[config.mk]
export PLATFORM = sky130hd
export DESIGN_NAME = quicksort_sorter_unit
export DESIGN_NICKNAME = d
export VERILOG_FILES = /design/src/design/qss_pkg.sv /design/src/design/quicksort_sorter_unit.sv
export SDC_FILE = /design/constraint.sdc
export NUM_CORES = 2
export LEC_CHECK = 0
export BUFFER_PORTS_ARGS = -buffer_cell sky130_fd_sc_hd__buf_4
export CAP_MARGIN = 10
export CORE_MARGIN = 3
export CORE_UTILIZATION = 30
export CTS_BUF_LIST = sky130_fd_sc_hd__clkbuf_2 sky130_fd_sc_hd__clkbuf_4 sky130_fd_sc_hd__clkbuf_8
export DETAILED_ROUTE_END_ITERATION = 7
export PLACE_DENSITY_LB_ADDON = 0.12
export SLEW_MARGIN = 10
export SYNTH_ARGS = -nofsm -noshare
export SYNTH_HDL_FRONTEND = slang
export SYNTH_SLANG_ARGS = --single-unit
export TNS_END_PERCENT = 100
[constraint.sdc]
create_clock -name clk -period 5.25 [get_ports clk]
set_input_delay 0.2625 -clock clk [delete_from_list [all_inputs] [get_ports clk]]
set_output_delay 0.2625 -clock clk [all_outputs]
set_load 0.01 [all_outputs]
[src/design/qss_pkg.sv]
`timescale 1ns / 1ps
`default_nettype none

package qss_pkg;

  // Default configuration of the sorter
  localparam int CAPACITY_DEF    = 64;
  localparam int VALUE_WIDTH_DEF = 32;
  localparam int PORT_WIDTH      = 32;

  // Microprogram step addresses
  typedef enum logic [4:0] {
    U_IDLE     = 5'd0,
    U_INIT     = 5'd1,
    U_POP      = 5'd2,
    U_POP_D    = 5'd3,
    U_RD_PIV   = 5'd4,
    U_SET_PIV  = 5'd5,
    U_SCAN_IR  = 5'd6,
    U_SCAN_IC  = 5'd7,
    U_SCAN_JR  = 5'd8,
    U_SCAN_JC  = 5'd9,
    U_CHK      = 5'd10,
    U_SWAP1    = 5'd11,
    U_SWAP2    = 5'd12,
    U_FIN1     = 5'd13,
    U_FIN2     = 5'd14,
    U_PUSH_L   = 5'd15,
    U_PUSH_R   = 5'd16,
    U_OUT_INIT = 5'd17,
    U_OUT_RD   = 5'd18,
    U_OUT_LD   = 5'd19,
    U_OUT_NEXT = 5'd20,
    U_DONE     = 5'd21
  } ustep_t;

  // Datapath operation of one step
  typedef enum logic [4:0] {
    OP_NONE,
    OP_LOAD,
    OP_INIT_PUSH,
    OP_POP,
    OP_TAKE_RANGE,
    OP_RD_LO,
    OP_SET_PIV,
    OP_RD_I,
    OP_CMP_I,
    OP_RD_J,
    OP_CMP_J,
    OP_WR_I,
    OP_WR_J,
    OP_WR_LO,
    OP_WR_PIV,
    OP_PUSH_L,
    OP_PUSH_R,
    OP_K_CLR,
    OP_RD_K,
    OP_OUT,
    OP_K_INC,
    OP_CLEAR
  } op_t;

  // Jump conditions
  typedef enum logic [3:0] {
    C_ALWAYS,
    C_LAST,
    C_SP_ZERO,
    C_RANGE_BAD,
    C_I_PAST,
    C_LE_PIV,
    C_J_AT_LO,
    C_GT_PIV,
    C_I_GE_J,
    C_OUT_BUSY,
    C_K_LAST
  } cond_t;

  // One control word: operation, jump condition (optionally inverted), jump target
  typedef struct packed {
    op_t    op;
    cond_t  cond;
    logic   inv;
    ustep_t target;
  } ucw_t;

  // Control store. A step jumps to target when condition XOR inv holds, else to next step.
  function automatic ucw_t ucode(input ustep_t s);
    ucw_t w;
    case (s)
      U_IDLE:     w = '{OP_LOAD,       C_LAST,      1'b1, U_IDLE};
      U_INIT:     w = '{OP_INIT_PUSH,  C_ALWAYS,    1'b1, U_IDLE};
      U_POP:      w = '{OP_POP,        C_SP_ZERO,   1'b0, U_OUT_INIT};
      U_POP_D:    w = '{OP_TAKE_RANGE, C_RANGE_BAD, 1'b0, U_POP};
      U_RD_PIV:   w = '{OP_RD_LO,      C_ALWAYS,    1'b1, U_IDLE};
      U_SET_PIV:  w = '{OP_SET_PIV,    C_ALWAYS,    1'b1, U_IDLE};
      U_SCAN_IR:  w = '{OP_RD_I,       C_I_PAST,    1'b0, U_SCAN_JR};
      U_SCAN_IC:  w = '{OP_CMP_I,      C_LE_PIV,    1'b0, U_SCAN_IR};
      U_SCAN_JR:  w = '{OP_RD_J,       C_J_AT_LO,   1'b0, U_CHK};
      U_SCAN_JC:  w = '{OP_CMP_J,      C_GT_PIV,    1'b0, U_SCAN_JR};
      U_CHK:      w = '{OP_NONE,       C_I_GE_J,    1'b0, U_FIN1};
      U_SWAP1:    w = '{OP_WR_I,       C_ALWAYS,    1'b1, U_IDLE};
      U_SWAP2:    w = '{OP_WR_J,       C_ALWAYS,    1'b0, U_SCAN_IR};
      U_FIN1:     w = '{OP_WR_LO,      C_ALWAYS,    1'b1, U_IDLE};
      U_FIN2:     w = '{OP_WR_PIV,     C_ALWAYS,    1'b1, U_IDLE};
      U_PUSH_L:   w = '{OP_PUSH_L,     C_ALWAYS,    1'b1, U_IDLE};
      U_PUSH_R:   w = '{OP_PUSH_R,     C_ALWAYS,    1'b0, U_POP};
      U_OUT_INIT: w = '{OP_K_CLR,      C_ALWAYS,    1'b1, U_IDLE};
      U_OUT_RD:   w = '{OP_RD_K,       C_ALWAYS,    1'b1, U_IDLE};
      U_OUT_LD:   w = '{OP_OUT,        C_OUT_BUSY,  1'b0, U_OUT_LD};
      U_OUT_NEXT: w = '{OP_K_INC,      C_K_LAST,    1'b1, U_OUT_RD};
      U_DONE:     w = '{OP_CLEAR,      C_ALWAYS,    1'b0, U_IDLE};
      default:    w = '{OP_NONE,       C_ALWAYS,    1'b0, U_IDLE};
    endcase
    return w;
  endfunction

endpackage

`default_nettype wire

[src/design/quicksort_sorter_unit.sv]
// Load: one transaction per cycle; in_stall is low only while waiting for input.
// Sort: each scan step reads an element and then compares it with the pivot, and a swap
// writes both elements in turn; ordered or all-equal sets are the slow case.
// Output: read, load and advance per result; load waits while the held result is stalled.
// Reset (rst_n low, synchronous): element count, range stack pointer, overflow flag
// and output valid cleared; the sequencer returns to the idle step.
`timescale 1ns / 1ps
`default_nettype none

module quicksort_sorter_unit
  import qss_pkg::*;
#(
  parameter int CAPACITY    = CAPACITY_DEF,
  parameter int VALUE_WIDTH = VALUE_WIDTH_DEF
) (
  input  wire logic                         clk,
  input  wire logic                         rst_n,
  input  wire logic                         in_valid,
  output logic                              in_stall,
  input  wire logic signed [PORT_WIDTH-1:0] in_value,
  input  wire logic                         in_last,
  output logic                              out_valid,
  input  wire logic                         out_stall,
  output logic signed [PORT_WIDTH-1:0]      out_value,
  output logic                              out_last,
  output logic                              out_overflow
);

  localparam int IW = $clog2(CAPACITY);
  localparam int CW = $clog2(CAPACITY + 1);
  localparam int SW = (VALUE_WIDTH > PORT_WIDTH) ? PORT_WIDTH : VALUE_WIDTH;

  // Memories: element store and range stack
  logic signed [SW-1:0] mem [CAPACITY];
  logic [2*IW-1:0]      stk [CAPACITY];

  // Sequencer and datapath registers
  ustep_t               upc_r, upc_nxt;
  logic [CW-1:0]        cnt_r, cnt_nxt;
  logic [CW-1:0]        sp_r, sp_nxt;
  logic                 ovf_r, ovf_nxt;
  logic [IW-1:0]        lo_r, lo_nxt;
  logic [IW-1:0]        hi_r, hi_nxt;
  logic [CW-1:0]        i_r, i_nxt;
  logic [IW-1:0]        j_r, j_nxt;
  logic [IW-1:0]        k_r, k_nxt;
  logic signed [SW-1:0] piv_r, piv_nxt;
  logic signed [SW-1:0] vi_r, vi_nxt;
  logic signed [SW-1:0] vj_r, vj_nxt;
  logic signed [SW-1:0] rd_q;
  logic [2*IW-1:0]      stk_q;
  logic                 out_valid_r, out_valid_nxt;
  logic signed [SW-1:0] out_val_r, out_val_nxt;
  logic                 out_last_r, out_last_nxt;
  logic                 out_ovf_r, out_ovf_nxt;

  // Memory port controls
  logic                 mem_we, mem_re;
  logic [IW-1:0]        mem_wa, mem_ra;
  logic signed [SW-1:0] mem_wd;
  logic                 stk_we, stk_re;
  logic [IW-1:0]        stk_wa, stk_ra;
  logic [2*IW-1:0]      stk_wd;

  ucw_t          uw;
  logic          cond_hit, take;
  logic [IW-1:0] stk_lo, stk_hi;
  logic [CW-1:0] sp_dec;
  logic          le_piv, out_busy, k_last, push_room;

  assign uw        = ucode(upc_r);
  assign stk_lo    = stk_q[2*IW-1:IW];
  assign stk_hi    = stk_q[IW-1:0];
  assign sp_dec    = sp_r - CW'(1);
  assign le_piv    = (rd_q <= piv_r);
  assign out_busy  = out_valid_r && out_stall;
  assign k_last    = (CW'(k_r) == cnt_r - CW'(1));
  assign push_room = (sp_r < CW'(CAPACITY));

  // Jump condition select
  always_comb begin
    case (uw.cond)
      C_ALWAYS:    cond_hit = 1'b1;
      C_LAST:      cond_hit = in_valid && in_last;
      C_SP_ZERO:   cond_hit = (sp_r == '0);
      C_RANGE_BAD: cond_hit = (CW'(stk_hi) >= cnt_r) || (stk_lo >= stk_hi);
      C_I_PAST:    cond_hit = (i_r > CW'(hi_r));
      C_LE_PIV:    cond_hit = le_piv;
      C_J_AT_LO:   cond_hit = (j_r == lo_r);
      C_GT_PIV:    cond_hit = !le_piv;
      C_I_GE_J:    cond_hit = (i_r >= CW'(j_r));
      C_OUT_BUSY:  cond_hit = out_busy;
      C_K_LAST:    cond_hit = k_last;
      default:     cond_hit = 1'b0;
    endcase
  end

  assign take = cond_hit ^ uw.inv;

  // Datapath: decode of the current control word
  always_comb begin
    upc_nxt       = take ? uw.target : ustep_t'(upc_r + 5'd1);
    cnt_nxt       = cnt_r;
    sp_nxt        = sp_r;
    ovf_nxt       = ovf_r;
    lo_nxt        = lo_r;
    hi_nxt        = hi_r;
    i_nxt         = i_r;
    j_nxt         = j_r;
    k_nxt         = k_r;
    piv_nxt       = piv_r;
    vi_nxt        = vi_r;
    vj_nxt        = vj_r;
    out_valid_nxt = out_valid_r && out_stall;
    out_val_nxt   = out_val_r;
    out_last_nxt  = out_last_r;
    out_ovf_nxt   = out_ovf_r;
    mem_we        = 1'b0;
    mem_wa        = '0;
    mem_wd        = vj_r;
    mem_re        = 1'b0;
    mem_ra        = '0;
    stk_we        = 1'b0;
    stk_wa        = sp_r[IW-1:0];
    stk_wd        = '0;
    stk_re        = 1'b0;
    stk_ra        = sp_dec[IW-1:0];

    case (uw.op)
      OP_LOAD: begin
        if (in_valid) begin
          if (cnt_r < CW'(CAPACITY)) begin
            mem_we  = 1'b1;
            mem_wa  = cnt_r[IW-1:0];
            mem_wd  = in_value[SW-1:0];
            cnt_nxt = cnt_r + CW'(1);
          end else begin
            ovf_nxt = 1'b1;
          end
        end
      end
      OP_INIT_PUSH: begin
        if (cnt_r > CW'(1) && push_room) begin
          stk_we = 1'b1;
          stk_wd = {IW'(0), IW'(cnt_r - CW'(1))};
          sp_nxt = sp_r + CW'(1);
        end
      end
      OP_POP: begin
        if (sp_r != '0) begin
          stk_re = 1'b1;
          sp_nxt = sp_dec;
        end
      end
      OP_TAKE_RANGE: begin
        lo_nxt = stk_lo;
        hi_nxt = stk_hi;
        i_nxt  = CW'(stk_lo) + CW'(1);
        j_nxt  = stk_hi;
      end
      OP_RD_LO: begin
        mem_re = 1'b1;
        mem_ra = lo_r;
      end
      OP_SET_PIV: piv_nxt = rd_q;
      OP_RD_I: begin
        mem_re = 1'b1;
        mem_ra = i_r[IW-1:0];
      end
      OP_CMP_I: begin
        if (le_piv) i_nxt = i_r + CW'(1);
        else vi_nxt = rd_q;
      end
      OP_RD_J: begin
        mem_re = 1'b1;
        mem_ra = j_r;
      end
      OP_CMP_J: begin
        if (!le_piv) j_nxt = j_r - IW'(1);
        else vj_nxt = rd_q;
      end
      OP_WR_I: begin
        mem_we = 1'b1;
        mem_wa = i_r[IW-1:0];
        mem_wd = vj_r;
      end
      OP_WR_J: begin
        mem_we = 1'b1;
        mem_wa = j_r;
        mem_wd = vi_r;
      end
      OP_WR_LO: begin
        // when j stayed at lo this write is undone by the pivot write
        mem_we = 1'b1;
        mem_wa = lo_r;
        mem_wd = vj_r;
      end
      OP_WR_PIV: begin
        mem_we = 1'b1;
        mem_wa = j_r;
        mem_wd = piv_r;
      end
      OP_PUSH_L: begin
        if (CW'(j_r) > CW'(lo_r) + CW'(1) && push_room) begin
          stk_we = 1'b1;
          stk_wd = {lo_r, j_r - IW'(1)};
          sp_nxt = sp_r + CW'(1);
        end
      end
      OP_PUSH_R: begin
        if (CW'(j_r) + CW'(1) < CW'(hi_r) && push_room) begin
          stk_we = 1'b1;
          stk_wd = {j_r + IW'(1), hi_r};
          sp_nxt = sp_r + CW'(1);
        end
      end
      OP_K_CLR: k_nxt = '0;
      OP_RD_K: begin
        mem_re = 1'b1;
        mem_ra = k_r;
      end
      OP_OUT: begin
        if (!out_busy) begin
          out_valid_nxt = 1'b1;
          out_val_nxt   = rd_q;
          out_last_nxt  = k_last;
          out_ovf_nxt   = ovf_r;
        end
      end
      OP_K_INC: k_nxt = k_r + IW'(1);
      OP_CLEAR: begin
        cnt_nxt = '0;
        sp_nxt  = '0;
        ovf_nxt = 1'b0;
      end
      default: begin
      end
    endcase
  end

  // Control registers
  always_ff @(posedge clk) begin
    if (!rst_n) begin
      upc_r       <= U_IDLE;
      cnt_r       <= '0;
      sp_r        <= '0;
      ovf_r       <= 1'b0;
      out_valid_r <= 1'b0;
    end else begin
      upc_r       <= upc_nxt;
      cnt_r       <= cnt_nxt;
      sp_r        <= sp_nxt;
      ovf_r       <= ovf_nxt;
      out_valid_r <= out_valid_nxt;
    end
  end

  // Payload registers
  always_ff @(posedge clk) begin
    lo_r       <= lo_nxt;
    hi_r       <= hi_nxt;
    i_r        <= i_nxt;
    j_r        <= j_nxt;
    k_r        <= k_nxt;
    piv_r      <= piv_nxt;
    vi_r       <= vi_nxt;
    vj_r       <= vj_nxt;
    out_val_r  <= out_val_nxt;
    out_last_r <= out_last_nxt;
    out_ovf_r  <= out_ovf_nxt;
  end

  // Element store, registered read
  always_ff @(posedge clk) begin
    if (mem_we) mem[mem_wa] <= mem_wd;
    if (mem_re) rd_q <= mem[mem_ra];
  end

  // Range stack, registered read
  always_ff @(posedge clk) begin
    if (stk_we) stk[stk_wa] <= stk_wd;
    if (stk_re) stk_q <= stk[stk_ra];
  end

  // Ports
  assign in_stall     = (upc_r != U_IDLE);
  assign out_valid    = out_valid_r;
  assign out_value    = PORT_WIDTH'(out_val_r);
  assign out_last     = out_last_r;
  assign out_overflow = out_ovf_r;

endmodule

`default_nettype wire

**Word-level counts from Yosys, hierarchy flattened**

Memory sizes are Yosys's and may differ from the RTL's. A register that Yosys moved wholly into a read port is not among the register bits.
Index checks and enable logic that the tools add are counted.

- Bitwise logic cells: 3
- Reduce and logical (&&, ||, !) cells: 27
- Equal/unequal tests: 42
- Multiplexer cells: 45
- Add/subtract/negate cells: 12
- $lt $le $gt $ge: 10

Operators with widths:

| kind | number |
|---|---|
| case mux 32 bit (3 select lines) | 1 |
| 2-to-1 mux 32 bit | 2 |
| 2-to-1 mux 7 bit | 7 |
| case mux 6 bit (4 select lines) | 2 |
| equality test 5 x 4 -> 1 bit (second input constant) | 8 |
| case mux 12 bit (3 select lines) | 1 |
| case mux 7 bit (5 select lines) | 1 |
| <= comparator 32 bit | 1 |
| equality test 5 bit (second input constant) | 6 |
| case mux 7 bit (2 select lines) | 2 |
| 2-to-1 mux 12 bit | 2 |
| 2-to-1 mux 6 bit | 4 |
| case mux 6 bit (2 select lines) | 2 |
| adder 6 x 1 -> 7 bit (second input constant) | 3 |
| adder 7 x 1 -> 7 bit (second input constant) | 3 |
| equality test 5 x 3 -> 1 bit (second input constant) | 4 |
| inequality test 2 bit (second input constant) | 9 |
| equality test 4 x 3 -> 1 bit (second input constant) | 4 |
| 2-to-1 mux 1 bit | 15 |
| < comparator 7 bit (second input constant) | 2 |
| subtractor 7 x 1 -> 7 bit (second input constant) | 2 |
| adder 6 x 1 -> 6 bit (second input constant) | 2 |
| equality test 4 bit (second input constant) | 3 |
| case mux 1 bit (11 select lines) | 1 |
| other kinds (33) | 52 |

- Input port bits: 37
- Word-level logic and storage cells: 158
- Memory bits (writable): 2816
- Memories: 3
- ROM bits: 480
- Register bits after elaboration: 182

Memories:

| name | words | bits a word | read ports | clocked after memory_dff | wr ports | line | RTL |
|---|---|---|---|---|---|---|---|
| mem | 64 | 32 | 1 | 1 | 1 | quicksort_sorter_unit.sv:34 | `logic signed [SW-1:0] mem [CAPACITY];` |
| stk | 64 | 12 | 1 | 1 | 1 | quicksort_sorter_unit.sv:35 | `logic [2*IW-1:0] stk [CAPACITY];` |
| (name not given) | 32 | 15 | 1 | 1 | 0 | qss_pkg.sv:89 | `case (s)` |

**Logic depth before layout (Yosys ltp)**

- Word-level depth: 7
- Mapped depth: 20
- Gate-level depth less buffers: 18

**Worst setup path before layout**

OpenSTA, ideal clock, no wires.

- Path kind: register to register
- From: reg j_r[1]
- To: mem stk[0][3] in the netlist's numbering, data pin
- Required time: 4.547 ns
- Setup time: 0.703 ns
- Stages on the path, launching flop included: 15
- Slack: 0.427 ns
- Arrival: 4.120 ns
- Path through: edfxtp_1 clkbuf_1 inv_1 ha_1 ha_1 a21o_1 a21oi_1 nor2b_1 o21ai_0 nand2b_1 a2111oi_0 and4_1 buf_1 a22oi_1 o21ai_0

- Cells in the longest elaborated chain, start to end: 5
- Elaborated cells on any way between the ends: 9

Ends and longest elaborated chain:

| item | line | RTL |
|---|---|---|
| from (decl) | quicksort_sorter_unit.sv:45 | `logic [IW-1:0] j_r, j_nxt;` |
| from (signal assigned) | quicksort_sorter_unit.sv:263 | `j_r <= j_nxt;` |
| adder 6 x 1 -> 7 bit | quicksort_sorter_unit.sv:211 | `if (CW'(j_r) + CW'(1) < CW'(hi_r) && push_room) begin` |
| < comparator 7 x 6 -> 1 bit | quicksort_sorter_unit.sv:211 |  |
| logical AND 1 bit | quicksort_sorter_unit.sv:211 |  |
| 2-to-1 mux 12 bit | quicksort_sorter_unit.sv:211 |  |
| case mux 12 bit (3 select lines) (*) | quicksort_sorter_unit.sv:129 | `case (uw.op)` |
| named net stk_wd[3] | quicksort_sorter_unit.sv:63 | `logic [2*IW-1:0] stk_wd;` |
| to (decl) | quicksort_sorter_unit.sv:35 |  |

Mark *: on every way through the listed nets, which the timed path passes. The rest lies on a longest branch.

**Worst setup path in the final report**

- From: reg uw[12] (netlist name)
- To: reg rd_q[2] (read register of mem), data pin

- Cells in the longest elaborated chain, start to end: 3
- Elaborated cells on any way between the ends: 7

Ends and longest elaborated chain:

| item | line | RTL |
|---|---|---|
| equality test 5 bit (tied with other cells) | quicksort_sorter_unit.sv:129 |  |
| OR reduction 4 bit (no source line) | - |  |
| 2-to-1 mux 1 bit | quicksort_sorter_unit.sv:129 |  |
| to (decl) | quicksort_sorter_unit.sv:50 | `logic signed [SW-1:0] rd_q;` |

Parallel ways exist; a longest one is shown, timed or not.
A chain may end at the register's enable or synchronous reset.

==> run metrics <==
Placer Congestion 0.841; pins over their slew limit 0; Design Area, Final 145000 µm²; # port buffers 72; Initial Util 30.1%; CTS Sinks 3057; max cap viols 0; Cell Chain, Critical Path nor2b_1 -> and2_1 -> a22oi_1 -> nand2_4 -> buf_12 -> buf_4 -> buf_4 -> nand2_1 -> and3_1 -> a311oi_1 -> a311oi_1 -> a31oi_1 -> a211oi_1 -> buf_4 -> a21oi_1; initial antenna violation count 10; fillers 39100; Worst R2R End rd_q[2]$_DFFE_PN_; area of the multi-input gates 29500 µm²; core area 407000 µm²; Via density 5.07; DIE HEIGHT 645 µm; Post-synth EDFFs 3021; RSZ-0062 raised after global routing false; Hold WC Path Type in2reg; syn nets 8614; Worst Reg-to-Reg Cells 15; H-tree depth 6; top_reg_cell synth edfxtp_1; Antenna Violating Nets Remaining 0; r2r setup slk 0.33 ns; Crit path top cell by count buf_4; Slew HR 18.4%; crit path capture type register; final setup vio count 0; P_leak 48.5 nW; Crit path largest cell delay 0.57 ns; Residual DRC 0; Seq cells post-synth 3057; Buf+Inv Stages, Crit Path 4; post-CTS setup buffer count 0; crit path launch type register; TritonCTS Buffers 545; Crit path required time 6.10 ns; Max Clock Freq 203 MHz; WL per Instance 27.6 µm; syn avg cell area 14.4 µm²; first-iteration detailed-routing DRC count 6460; Util after Layout 35.7%; final hold viol count 0; final worst-path cycle share 93.8%; first-pass GRT wire length 584000 µm; CTS tree done; drt total wl 412000 µm; share of layout cells above drive strength 1 19.5%; hold path start in_value[28]; first-pass detailed-route iteration total 6; CP Class reg2reg; clock buffer depth 4; family with the most delay on the worst path compound AO/OA/AOI/OAI gates; CP max stage cell a21oi_1; Netlist cell types 74; Hold EP mem[0][28]$_DFFE_PP_; largest net degree at the start of global routing 107; post-detail-place hpwl 245000 µm; Rows 234; Synth Instances 8491; Async SR Flop Fraction 0%; Final min period 4.92 ns; I/O Pins 73; Arr. time, crit path 5.77 ns; Net count, final 9242; vias in the first global route 76200; clk_skew 0.109 ns; Die Area 416000 µm²; worst-skew pair later-pin latency 1.17 ns; Place WS 0.128 ns; cell area after synthesis 123000 µm²; reg2reg start uw[12]$_DFF_P_; leading cell type in the layout, fill and taps excluded edfxtp_1; Congestion Overflow GR 0; Peak VDD IR 321 µV; DP Area 135000 µm²; Via Count 75700; Worst-Margin Slew 1.22 ns; post-synthesis sequential area ratio 74.6%; Yosys warnings 0; setup tns final 0 ns; total track usage 19.4%; Reg area 91400 µm²; Chip Width 645 µm; commonest non-fill, non-tap cells in the layout 3021 x edfxtp_1, 2145 x nand2_1, 1037 x nand3_1, 557 x clkbuf_8, 469 x buf_4; Crit Path Max Fanout 18; CTS Root Cell clkbuf_8; Layout area overhead 18.3%; P per Cell Area 418 nW/µm²; Hold Path Cell Cnt 3; Final Worst Setup Slack 0.326 ns; status finished clean; clk slew on worst S/H paths 0.06 ns
[layout make-up]
type                       count  share of cell area, %
timing repair buffer         643                   4.75
inverter                      83                  0.217
multi-input combinational   4789                   20.4
clock buffer                 729                   6.18
antenna                        9                 0.0155
sequential                  3057                   63.0
clock inverter               177                  0.764
tap                         5428                   4.68
[report_power, final]
group          internal (mW)  leakage (nW)  switching [mW]
clock network           11.3          5.29            9.97
logic                   3.45          15.5            7.29
registers               28.5          27.7           0.207
total                   43.2          48.5            17.5
[cell families (layout without fill, tap and decap cells)]
group / Yosys count / in the layout / share of synthesized area [%]
AO/OA/AOI/OAI: 697 / 697 / 4.38
XOR/XNOR: 53 / 53 / 0.394
adder cells (fa/ha/maj): 86 / 86 / 0.878
buffers and inverters: 645 / 1632 / 2.02
flip-flops: 3057 / 3057 / 74.6
multiplexers: 276 / 276 / 4.83
other: 0 / 9 / 0
AND/OR/NAND/NOR: 3677 / 3677 / 12.9
[layer usage]
layer  up-vias  share of wire, %  track usage (%)
met5         -             0.014                0
met4         8               3.0             5.88
met3       570               4.3             2.46
met2      1971                49             32.7
met1     39600                44             26.0
li1      33500                 -                -
[timing repair]
action / in CTS / in global routing
setup endpoints to repair: 0 / 1
gates resized for setup: 0 / 1
hold endpoints to repair: 182 / 0
hold buffers: 11 / 0
[sequential cells by signal (all words and copies together), names as in the netlist, 7 cells and up]
| name | cells |
|---|---|
| rd_q | 32 |
| out_value | 32 |
| uw | 15 |
| i_r | 7 |
| piv_r | 32 |
| stk | 768 |
| vi_r | 32 |
| vj_r | 32 |
| cnt_r | 7 |
| stk_q | 12 |
| sp_r | 7 |
| mem | 2048 |
[cells in the mapped netlist, types with 4 or more instances]
master	n	share of area [%]
nor3_1	27	0.11
a21oi_1	106	0.43
or4_1	4	0.025
nor2b_1	11	0.056
edfxtp_1	3021	74
mux2_2	4	0.037
a221oi_1	10	0.071
a221o_1	6	0.049
a22oi_1	12	0.074
mux2i_1	19	0.16
o21ai_0	33	0.13
a22o_1	13	0.093
buf_1	90	0.28
a311oi_1	328	2.3
a2bb2oi_1	8	0.057
nand4_1	15	0.077
nor4_1	4	0.020
and3_1	146	0.75
a211oi_1	35	0.21
dfxtp_1	36	0.59
o21a_1	6	0.037
nand2_1	2178	6.7
o22ai_1	7	0.036
nand3_1	1038	4.2
clkbuf_1	428	1.3
nor3b_1	4	0.025
xnor2_1	32	0.23
a222oi_1	32	0.26
a31oi_1	69	0.35
buf_2	44	0.18
mux4_2	252	4.6
xor2_1	20	0.14
ha_1	86	0.88
nor2_1	198	0.61
a21o_1	5	0.031
or3_1	10	0.051
nand3b_1	4	0.025
inv_1	78	0.24
nand2b_1	16	0.082
[worst min-delay path, delay by kind of cell]
kind | cells | cell delay (ns)
AO/OA/AOI/OAI | 1 | 0.14
buffers and inverters | 1 | 0.18
AND/OR/NAND/NOR | 1 | 0.36
[worst max-delay path by stage]
| stage | endpoint | from | cells after the start | slack [ns] |
|---|---|---|---|---|
| 6_report | rd_q[2]$_DFFE_PN_ | uw[12]$_DFF_P_ | 15 | 0.33 |
| 5_1_grt | stk[37][8]$_DFFE_PP_ | j_r[1]$_DFFE_PP_ | 15 | 0.06 |
| 4_1_cts | rd_q[2]$_DFFE_PN_ | uw[14]$_SDFF_PP0_ | 15 | 0.04 |
| 3_5_place_dp | rd_q[2]$_DFFE_PN_ | uw[14]$_SDFF_PP0_ | 15 | 0.13 |
| 3_3_place_gp | uw[6]$_DFF_P_ | rd_q[31]$_DFFE_PN_ | 13 | -1.26 |
| 2_1_floorplan | stk[0][3]$_DFFE_PP_ | j_r[1]$_DFFE_PP_ | 14 | 0.43 |
[metrics by stage]
step	hold slack (ns)	std cells	power (mW)
final	0.108	14900	60.7
after detailed placement	0.509	14000	40.1
after CTS	0.00277	14900	61.6
after floorplan	0.399	8491	35.0
after global routing	0.0896	14900	63.3
after global placement	0.499	14000	40.1
Power figures use the tool's default switching activity.
